<file path="src/design/slider_text_reveal_top_assert.svh">
// assertion macros for the slider text reveal block
// used by slider_text_reveal_top, expects i_clk and i_rst_n in scope
`ifndef SLIDER_TEXT_REVEAL_TOP_ASSERT_SVH
`define SLIDER_TEXT_REVEAL_TOP_ASSERT_SVH

// same-cycle implication, checked outside reset
`define STR_ASSERT_IMPL(lbl, ante, cons, msg) \
    lbl: assert property (@(posedge i_clk) disable iff (!i_rst_n) (ante) |-> (cons)) \
        else $error(msg);

// next-cycle implication, checked outside reset
`define STR_ASSERT_NEXT(lbl, ante, cons, msg) \
    lbl: assert property (@(posedge i_clk) disable iff (!i_rst_n) (ante) |=> (cons)) \
        else $error(msg);

`endif

</file>
<file path="src/design/str_pkg.sv">
// shared types and constants for the slider text reveal block
// no dependencies
`default_nettype none

package str_pkg;

    typedef enum logic [1:0] {
        ACT_TICK  = 2'd0,
        ACT_LOAD  = 2'd1,
        ACT_START = 2'd2,
        ACT_NONE  = 2'd3
    } t_action;

    typedef enum logic [1:0] {
        CFG_DWELL = 2'd0,
        CFG_SPIN  = 2'd1,
        CFG_COUNT = 2'd2,
        CFG_SEED  = 2'd3
    } t_cfg_reg;

    localparam logic [7:0]  SPACE_CODE  = 8'h20;
    localparam logic [7:0]  CHAR_BASE   = 8'h30;
    localparam logic [6:0]  CHAR_SPAN   = 7'd43;
    // floor(2^37 / 43): quotient estimate is exact or one low
    localparam logic [31:0] RECIP_M     = 32'd3196254731;
    localparam int          RECIP_SHIFT = 37;
    localparam int          XS_A        = 13;
    localparam int          XS_B        = 17;
    localparam int          XS_C        = 5;

    // writes caused by one accepted transaction, in order: blanks, reveal, random
    typedef struct packed {
        logic [3:0] blank_cnt;
        logic       has_rev;
        logic [2:0] rev_cell;
        logic [7:0] rev_char;
        logic       rev_dot;
        logic       has_rand;
        logic [2:0] rand_cell;
        logic [6:0] rand_x7;   // low bits of generator word
        logic [6:0] rand_q7;   // low bits of quotient estimate
        logic       done;
    } t_job;

endpackage

`default_nettype wire

</file>
<file path="src/design/str_ctrl.sv">
// reveal state, text store, configuration registers and write planning
// depends on str_pkg
`default_nettype none

module str_ctrl #(
    parameter int CELLS = 8
) (
    input  wire logic        i_clk,
    input  wire logic        i_rst_n,
    input  wire logic        i_cfg_valid,
    input  wire logic [1:0]  i_cfg_index,
    input  wire logic [31:0] i_cfg_data,
    input  wire logic        i_accept,
    input  wire logic [1:0]  i_action,
    input  wire logic [2:0]  i_cell_index,
    input  wire logic [7:0]  i_text_char,
    input  wire logic        i_text_dot,
    output      logic        o_job_load,
    output      str_pkg::t_job o_job
);
    import str_pkg::*;

    localparam int CIW = (CELLS > 1) ? $clog2(CELLS) : 1;

    function automatic logic [31:0] xorshift(input logic [31:0] v);
        logic [31:0] x;
        x = v;
        x = x ^ (x << XS_A);
        x = x ^ (x >> XS_B);
        x = x ^ (x << XS_C);
        return x;
    endfunction

    logic [15:0]    r_dwell_ticks;
    logic [15:0]    r_spin_ticks;
    logic [3:0]     r_cell_count;
    logic [31:0]    r_rng_seed;

    logic [7:0]     r_text [CELLS];
    logic           r_dot  [CELLS];
    logic [CIW-1:0] r_cursor;
    logic [15:0]    r_dwell;
    logic [15:0]    r_spin;
    logic           r_finished;
    logic [31:0]    r_rng;

    logic [7:0]     n_text [CELLS];
    logic           n_dot  [CELLS];
    logic [CIW-1:0] n_cursor;
    logic [15:0]    n_dwell;
    logic [15:0]    n_spin;
    logic           n_finished;
    logic [31:0]    n_rng;

    logic [3:0]     w_live;
    logic [15:0]    w_dwell_inc;
    logic [15:0]    w_spin_inc;
    logic [4:0]     w_next_pos;
    logic [31:0]    w_seed_odd;
    logic [31:0]    w_rand_word;
    logic [63:0]    w_prod;
    t_job           w_job;
    logic           w_job_load;

    assign w_live      = ({1'b0, r_cell_count} < 5'(CELLS)) ? r_cell_count : 4'(CELLS);
    assign w_dwell_inc = (r_dwell == 16'hFFFF) ? r_dwell : r_dwell + 16'd1;
    assign w_spin_inc  = (r_spin == 16'hFFFF) ? r_spin : r_spin + 16'd1;
    assign w_next_pos  = 5'(r_cursor) + 5'd1;
    assign w_seed_odd  = r_rng_seed | 32'd1;
    assign w_rand_word = xorshift((t_action'(i_action) == ACT_START) ? w_seed_odd : r_rng);
    assign w_prod      = w_rand_word * RECIP_M;

    always_comb begin
        n_text     = r_text;
        n_dot      = r_dot;
        n_cursor   = r_cursor;
        n_dwell    = r_dwell;
        n_spin     = r_spin;
        n_finished = r_finished;
        n_rng      = r_rng;
        w_job      = '0;
        w_job.rand_x7 = w_rand_word[6:0];
        w_job.rand_q7 = w_prod[RECIP_SHIFT +: 7];
        w_job_load = 1'b0;
        if (i_accept) begin
            case (t_action'(i_action))
                ACT_TICK: begin
                    if (!r_finished) begin
                        n_dwell = w_dwell_inc;
                        n_spin  = w_spin_inc;
                        if (w_dwell_inc >= r_dwell_ticks) begin
                            // reveal at the cursor, then move on
                            w_job.has_rev  = 1'b1;
                            w_job.rev_cell = 3'(r_cursor);
                            w_job.rev_char = r_text[r_cursor];
                            w_job.rev_dot  = r_dot[r_cursor];
                            n_cursor       = CIW'(w_next_pos);
                            n_dwell        = '0;
                            n_spin         = '0;
                            if (w_next_pos >= {1'b0, w_live}) begin
                                n_finished = 1'b1;
                            end else begin
                                w_job.has_rand  = 1'b1;
                                w_job.rand_cell = w_next_pos[2:0];
                                n_rng           = w_rand_word;
                            end
                        end else if (w_spin_inc >= r_spin_ticks) begin
                            w_job.has_rand  = 1'b1;
                            w_job.rand_cell = 3'(r_cursor);
                            n_rng           = w_rand_word;
                            n_spin          = '0;
                        end
                        w_job_load = w_job.has_rev | w_job.has_rand;
                    end
                end
                ACT_LOAD: begin
                    for (int j = 0; j < CELLS; j++) begin
                        if (4'(j) == {1'b0, i_cell_index}) begin
                            n_text[j] = i_text_char;
                            n_dot[j]  = i_text_dot;
                        end
                    end
                end
                ACT_START: begin
                    w_job.blank_cnt = w_live;
                    n_cursor        = '0;
                    n_dwell         = '0;
                    n_spin          = '0;
                    if (w_live != 4'd0) begin
                        w_job.has_rand  = 1'b1;
                        w_job.rand_cell = 3'd0;
                        n_rng           = w_rand_word;
                        n_finished      = 1'b0;
                        w_job_load      = 1'b1;
                    end else begin
                        n_rng      = w_seed_odd;
                        n_finished = 1'b1;
                    end
                end
                default: begin
                end
            endcase
        end
        w_job.done = n_finished;
    end

    always_ff @(posedge i_clk) begin
        if (!i_rst_n) begin
            r_dwell_ticks <= 16'd500;
            r_spin_ticks  <= 16'd50;
            r_cell_count  <= 4'd8;
            r_rng_seed    <= 32'd1;
        end else if (i_cfg_valid) begin
            case (t_cfg_reg'(i_cfg_index))
                CFG_DWELL: r_dwell_ticks <= i_cfg_data[15:0];
                CFG_SPIN:  r_spin_ticks  <= i_cfg_data[15:0];
                CFG_COUNT: r_cell_count  <= i_cfg_data[3:0];
                CFG_SEED:  r_rng_seed    <= i_cfg_data;
                default: begin
                end
            endcase
        end
    end

    always_ff @(posedge i_clk) begin
        if (!i_rst_n) begin
            for (int j = 0; j < CELLS; j++) begin
                r_text[j] <= SPACE_CODE;
                r_dot[j]  <= 1'b0;
            end
            r_cursor   <= '0;
            r_dwell    <= '0;
            r_spin     <= '0;
            r_finished <= 1'b1;
            r_rng      <= 32'd1;
        end else begin
            r_text     <= n_text;
            r_dot      <= n_dot;
            r_cursor   <= n_cursor;
            r_dwell    <= n_dwell;
            r_spin     <= n_spin;
            r_finished <= n_finished;
            r_rng      <= n_rng;
        end
    end

    assign o_job_load = w_job_load;
    assign o_job      = w_job;

endmodule

`default_nettype wire

</file>
<file path="src/design/str_emit.sv">
// write sequencer: walks one planned job and feeds the output register
// depends on str_pkg
`default_nettype none

module str_emit (
    input  wire logic          i_clk,
    input  wire logic          i_rst_n,
    input  wire logic          i_job_load,
    input  wire str_pkg::t_job i_job,
    output      logic          o_job_ready,
    output      logic          o_m_valid,
    input  wire logic          i_m_ready,
    output      logic [2:0]    o_cell,
    output      logic [7:0]    o_char,
    output      logic          o_dot,
    output      logic          o_last,
    output      logic          o_done
);
    import str_pkg::*;

    logic       r_jv;
    t_job       r_job;
    logic [3:0] r_blank_left;
    logic [3:0] r_blank_idx;
    logic       r_rev_pend;
    logic       r_rand_pend;

    logic       r_m_valid;
    logic [2:0] r_cell;
    logic [7:0] r_char;
    logic       r_dot;
    logic       r_last;
    logic       r_done;

    logic       w_fire;
    logic       w_is_last;
    logic [6:0] w_qm;
    logic [6:0] w_r0;
    logic [6:0] w_rem;
    logic [2:0] w_cell;
    logic [7:0] w_char;
    logic       w_dot;

    // remainder from the quotient estimate: true value below 86, so 7 bits suffice
    assign w_qm  = 7'(r_job.rand_q7 * CHAR_SPAN);
    assign w_r0  = r_job.rand_x7 - w_qm;
    assign w_rem = (w_r0 >= CHAR_SPAN) ? w_r0 - CHAR_SPAN : w_r0;

    always_comb begin
        if (r_blank_left != 4'd0) begin
            w_cell    = r_blank_idx[2:0];
            w_char    = SPACE_CODE;
            w_dot     = 1'b0;
            w_is_last = (r_blank_left == 4'd1) && !r_rev_pend && !r_rand_pend;
        end else if (r_rev_pend) begin
            w_cell    = r_job.rev_cell;
            w_char    = r_job.rev_char;
            w_dot     = r_job.rev_dot;
            w_is_last = !r_rand_pend;
        end else begin
            w_cell    = r_job.rand_cell;
            w_char    = CHAR_BASE + {1'b0, w_rem};
            w_dot     = 1'b0;
            w_is_last = 1'b1;
        end
    end

    assign w_fire      = r_jv && (!r_m_valid || i_m_ready);
    assign o_job_ready = !r_jv || (w_fire && w_is_last);

    // a new job only loads once the current one is empty or sends its last write
    always_ff @(posedge i_clk) begin
        if (!i_rst_n) begin
            r_jv <= 1'b0;
        end else begin
            if (i_job_load) begin
                r_jv         <= 1'b1;
                r_job        <= i_job;
                r_blank_left <= i_job.blank_cnt;
                r_blank_idx  <= 4'd0;
                r_rev_pend   <= i_job.has_rev;
                r_rand_pend  <= i_job.has_rand;
            end else if (w_fire) begin
                if (r_blank_left != 4'd0) begin
                    r_blank_left <= r_blank_left - 4'd1;
                    r_blank_idx  <= r_blank_idx + 4'd1;
                end else if (r_rev_pend) begin
                    r_rev_pend <= 1'b0;
                end else begin
                    r_rand_pend <= 1'b0;
                end
                if (w_is_last) begin
                    r_jv <= 1'b0;
                end
            end
        end
    end

    always_ff @(posedge i_clk) begin
        if (!i_rst_n) begin
            r_m_valid <= 1'b0;
        end else if (w_fire) begin
            r_m_valid <= 1'b1;
            r_cell    <= w_cell;
            r_char    <= w_char;
            r_dot     <= w_dot;
            r_last    <= w_is_last;
            r_done    <= r_job.done;
        end else if (i_m_ready) begin
            r_m_valid <= 1'b0;
        end
    end

    assign o_m_valid = r_m_valid;
    assign o_cell    = r_cell;
    assign o_char    = r_char;
    assign o_dot     = r_dot;
    assign o_last    = r_last;
    assign o_done    = r_done;

endmodule

`default_nettype wire

</file>
<file path="src/design/slider_text_reveal_top.sv">
// slider text reveal: top level with stream ports and configuration write port
// depends on str_pkg, str_ctrl, str_emit and slider_text_reveal_top_assert.svh
`default_nettype none

// Drives a row of character display cells with a sliding reveal. Each input
// transaction carries an action in tuser: a one millisecond tick, a text cell
// load or a start. Every transaction is planned combinationally against the
// reveal state (cursor, saturating dwell and spin counters, xorshift32 word,
// text store); the writes it causes are handed to a sequencer that puts them
// out one per cycle through an output register while the output is not
// stalled. Loads and ticks with at most one write can arrive back to back
// while the output is not stalled. A tick that reveals and moves on to
// another cell gives two writes; a start gives a blank for each cell in use,
// then a random character at cell 0, or no write when no cell is in use. A
// transaction holds the input until its last write is sent. A write passes
// the sequencer job register, then the output register. Configuration is to
// be written while idle, not enforced by the block; it is always accepted.

`include "slider_text_reveal_top_assert.svh"

module slider_text_reveal_top #(
    parameter int CELLS = 8   // display cells, 1 to 8
) (
    input  wire logic        i_clk,
    input  wire logic        i_rst_n,

    // configuration writes: 0 dwell, 1 spin, 2 cell count, 3 seed
    input  wire logic        i_cfg_valid,
    output      logic        o_cfg_ready,
    input  wire logic [1:0]  i_cfg_index,
    input  wire logic [31:0] i_cfg_data,

    input  wire logic        s_axis_tvalid,
    output      logic        s_axis_tready,
    input  wire logic [15:0] s_axis_tdata,   // cell_index[2:0], text_char[10:3], text_dot[11]
    input  wire logic [1:0]  s_axis_tuser,   // action[1:0]

    output      logic        m_axis_tvalid,
    input  wire logic        m_axis_tready,
    output      logic [15:0] m_axis_tdata,   // write_cell[2:0], write_char[10:3],
                                             // write_dot[11], anim_done[12]
    output      logic        m_axis_tlast    // last write of the transaction
);
    import str_pkg::*;

    logic       w_accept;
    logic       w_job_load;
    t_job       w_job;
    logic       w_job_ready;
    logic [2:0] w_cell;
    logic [7:0] w_char;
    logic       w_dot;
    logic       w_done;

    // registers should only change while idle, not enforced here; the port never stalls
    assign o_cfg_ready = 1'b1;

    // input is taken whenever the sequencer frees up by the next edge
    assign s_axis_tready = w_job_ready;
    assign w_accept      = s_axis_tvalid & s_axis_tready;

    // planning stage: state update and list of writes
    str_ctrl #(
        .CELLS (CELLS)
    ) u_ctrl (
        .i_clk        (i_clk),
        .i_rst_n      (i_rst_n),
        .i_cfg_valid  (i_cfg_valid),
        .i_cfg_index  (i_cfg_index),
        .i_cfg_data   (i_cfg_data),
        .i_accept     (w_accept),
        .i_action     (s_axis_tuser),
        .i_cell_index (s_axis_tdata[2:0]),
        .i_text_char  (s_axis_tdata[10:3]),
        .i_text_dot   (s_axis_tdata[11]),
        .o_job_load   (w_job_load),
        .o_job        (w_job)
    );

    // write sequencer and output register, random character folding lives here
    str_emit u_emit (
        .i_clk       (i_clk),
        .i_rst_n     (i_rst_n),
        .i_job_load  (w_job_load),
        .i_job       (w_job),
        .o_job_ready (w_job_ready),
        .o_m_valid   (m_axis_tvalid),
        .i_m_ready   (m_axis_tready),
        .o_cell      (w_cell),
        .o_char      (w_char),
        .o_dot       (w_dot),
        .o_last      (m_axis_tlast),
        .o_done      (w_done)
    );

    assign m_axis_tdata = {3'b000, w_done, w_dot, w_char, w_cell};

    // a write list only appears for an accepted transaction
    `STR_ASSERT_IMPL(a_job_on_accept, w_job_load, w_accept,
        "write list planned without an accepted transaction")

    // a text load never causes writes
    `STR_ASSERT_IMPL(a_load_silent, w_accept && (s_axis_tuser == ACT_LOAD), !w_job_load,
        "text load produced writes")

    // once a single-write job loads, the input is open again unless the output still holds a write
    `STR_ASSERT_NEXT(a_ready_after_single,
        w_job_load && !w_job.has_rev && (w_job.blank_cnt == 4'd0),
        s_axis_tready || m_axis_tvalid,
        "input stalled with nothing pending")

endmodule

`default_nettype wire

</file>
<file path="config.mk">
export PLATFORM = sky130hd
export DESIGN_NAME = slider_text_reveal_top
export DESIGN_NICKNAME = d
export VERILOG_FILES = /design/src/design/str_pkg.sv /design/src/design/str_ctrl.sv /design/src/design/str_emit.sv /design/src/design/slider_text_reveal_top.sv
export VERILOG_INCLUDE_DIRS = /design/src /design/src/design
export SDC_FILE = /design/constraint.sdc
export NUM_CORES = 2
export LEC_CHECK = 0
export BUFFER_PORTS_ARGS = -buffer_cell sky130_fd_sc_hd__buf_2
export CORE_MARGIN = 2
export CORE_UTILIZATION = 59
export CTS_BUF_LIST = sky130_fd_sc_hd__clkbuf_8 sky130_fd_sc_hd__clkbuf_16
export DETAILED_ROUTE_END_ITERATION = 10
export PLACE_DENSITY = 0.85
export SLEW_MARGIN = 25
export SYNTH_ARGS = -nofsm -noshare
export SYNTH_HDL_FRONTEND = slang
export SYNTH_SLANG_ARGS = --single-unit
</file>
<file path="constraint.sdc">
create_clock -name i_clk -period 10.3 [get_ports i_clk]
set_clock_uncertainty 0.1 [all_clocks]
set_input_delay 2.06 -clock i_clk [delete_from_list [all_inputs] [get_ports i_clk]]
set_output_delay 2.06 -clock i_clk [all_outputs]
set_load 0.05 [all_outputs]
</file>
==> impl_metrics.ini <==
[critical_path]
max_stage_delay_ns = 0.66
critical-path-slowest-cell = xnor2_1
critical_path_class = input pin to register
path_max_fanout = 15
critical_path_arrival_ns = 10.18
cp.required_ns = 10.51
startpoint_type = input pin
path_buf_inv = 12
endpoint_kind = register
cp_top_family = adder cells

[yosys]
yosys.area.top_type_share = 0.218
yosysMostFrequentCell = inv_1
ys_top_cells_by_area = fa_1, dfxtp_1, ha_1
synth_xor_area_frac = 0.0691
muxShareOfSynthArea = 0.0671
yosys_warnings = 0
syn_inst = 2795
yosys.area_share.simple = 0.101
synthArstFlopShare = 0
synth_top_family_by_area = adder cells
synth_compound_area_frac = 0.0857
synth.distinct_cells = 90
synth_commonest_cells = inv_1, ha_1, fa_1
synth_edf_count = 53
synthFlopType = dfxtp_1
synth_area_mm2 = 0.0266
synth_fa_ha_area_frac = 0.365
synth.avg_cell_area_um2 = 9.51
ys_ff_latch = 262
seq_area_frac_synth = 0.217
synth_largest_area_cell = fa_1

[die]
coreArea_mm2 = 0.0443
start_util = 0.600
num_rows = 77
die_y_um = 216
ioPinCount = 77
die_area_mm2 = 0.0467
die_w_um = 216

[job]
cap_violations = 0

[cts]
clk_pin_slew_ns = 0.06
cts.sinks = 262
cts_made_buffers = 27
cts_hold_buf = 0
cts_resized = 0
clock_latency_ns = 0.57
root_buffer = clkbuf_16
cts_max_level = 1
cts_tree = done
cts_buffer_depth = 3
cts_setup_buffers = 0

[placed_design]
gp_congestion = 0.994
io_buffers = 68
pre_cts_slack_ns = -0.100
dpl.cell_count = 3547
dpl.hpwl_um = 57800
placed_cell_area_mm2 = 0.0287

[route]
firstDrtPassIters = 8
vias = 20308
drtIter0Drc = 1570
highest_layer = met5
drt-total-wl_um = 70800
final_antenna_net_count = 0
viasPerCell = 5.64
met1Wirelength_um = 28300
wl_met3_um = 4990
wire_per_inst_um = 19.7
drc_errors = 0
wl_met2_um = 35000

[layout]
fillers = 3324
nets = 3641
syn_to_final_growth_pct = 11.7
final_area_mm2 = 0.0297
stdcell_count = 3598
layout-drive-gt1-share = 0.131

[sta]
maxClockFrequency_mhz = 100
finalCriticalPeriod_ns = 9.97
rsz0062_at_grt = false
final_max_slew_viol_count = 0
relSlewSlack = 0.320
fin_hold_ws_ns = 0.345
hold_viol_final = 0
setup_viol = 0
fin_crit_sh = 0.968
fin_ws_ns = 0.331
worstMarginPinSlew_ns = 1.01

[global_routing]
grt.overflow.total = 0
grt_usage = 0.309
grt_antenna_before_repair = 2
grt_pass1_wl_um = 114000
grt_pass1_vias = 21605
grt_max_degree = 89

[status]
status = finished clean

[worst_hold_path]
min-delay-path-class = register to register
==> worst paths after layout <==
check                              from         endpoint  slack [ns]  depth (start not counted)
hold reg to reg         u_emit.r_job[0]    u_emit.o_done        0.34                          0
setup reg to reg  u_ctrl.r_rng_seed[12]  u_emit.r_job[4]        1.87                         32
setup / recovery        s_axis_tuser[0]  u_emit.r_job[4]        0.33                         34
hold / removal          u_emit.r_job[0]    u_emit.o_done        0.34                          0
==> final cells by class <==
| class | instances | area (um^2) | area share |
|---|---|---|---|
| well taps | 592 | 741 | 0.0250 |
| clock inverters | 22 | 274 | 0.00924 |
| clock buffers | 28 | 689 | 0.0232 |
| diodes | 1 | 2.50 | 0.0000843 |
| multi-input cells | 1889 | 18300 | 0.618 |
| repair buffers | 262 | 1820 | 0.0614 |
| inverters | 542 | 2040 | 0.0687 |
| flip-flops and latches | 262 | 5780 | 0.195 |
==> worst register-to-register path, delay by kind of cell, from the launching register on <==
| kind | cells | cell delay, ns |
|---|---|---|
| compound gates | 7 | 1.28 |
| xor+xnor | 5 | 1.16 |
| fa+ha+maj | 9 | 3.97 |
| buf+inv | 9 | 1.00 |
| flops | 1 | 0.45 |
| simple gates | 2 | 0.22 |
==> metal layers <==
metal,vias up,GRT usage
li1,9374,-
met1,10033,0.391
met2,730,0.543
met3,167,0.0428
met4,4,0.106
met5,-,0
==> per-stage QoR <==
step / util / TNS, ns
after detailed placement: 0.647 / -0.437
after global routing: 0.669 / 0
after global placement: 0.647 / 0
after floorplan: - / 0
after CTS: 0.669 / 0
final: 0.669 / 0
==> flip-flops by register name, summed over array words and instances (netlist names), 4 cells and up <==
name,flops
u_ctrl.r_text,64
u_ctrl.r_rng,32
u_ctrl.r_rng_seed,31
u_emit.r_job,30
u_ctrl.r_dwell,16
u_ctrl.r_dwell_ticks,16
u_ctrl.r_spin,16
u_ctrl.r_spin_ticks,16
u_ctrl.r_dot,8
u_emit.o_char,8
u_ctrl.r_cell_count,4
u_emit.r_blank_left,4
==> kinds of logic (layout without fill, tap and decap cells) <==
| kind of cell | after synthesis | after routing |
|---|---|---|
| buffers and inverters | 646 | 854 |
| adders and majority gates | 601 | 601 |
| and+or+nand+nor | 591 | 591 |
| AOI/OAI and AO/OA | 344 | 344 |
| DFF | 262 | 262 |
| xor gates and xnor gates | 194 | 194 |
| muxes | 155 | 155 |
| other | 2 | 5 |
==> cell usage in the layout (no fill, tap or decap), types with 8 or more instances in the layout <==
master     count
nand2_1      257
mux2i_1      135
xnor2_2       10
nor2b_1       12
a21o_1        26
nor3_1        18
clkinv_2      11
xor2_1        65
nand2b_1      12
edfxtp_1      53
o211ai_1      27
buf_2         68
a22o_1        11
inv_1        538
and3_1        11
nor2_1       164
a22oi_1        8
buf_4        192
a21oi_2       10
mux4_2        18
nand4_1       17
ha_1         311
nand3_1       25
dfxtp_1      209
a211oi_1      11
o21a_1         9
xnor2_1      113
fa_1         289
clkbuf_16     27
o21ai_0       59
and2_1        11
a21oi_1      130
Power is left out: the tool's default activity adds up to more than one toggle a clock period on the data nets, which glitch-free logic cannot reach.
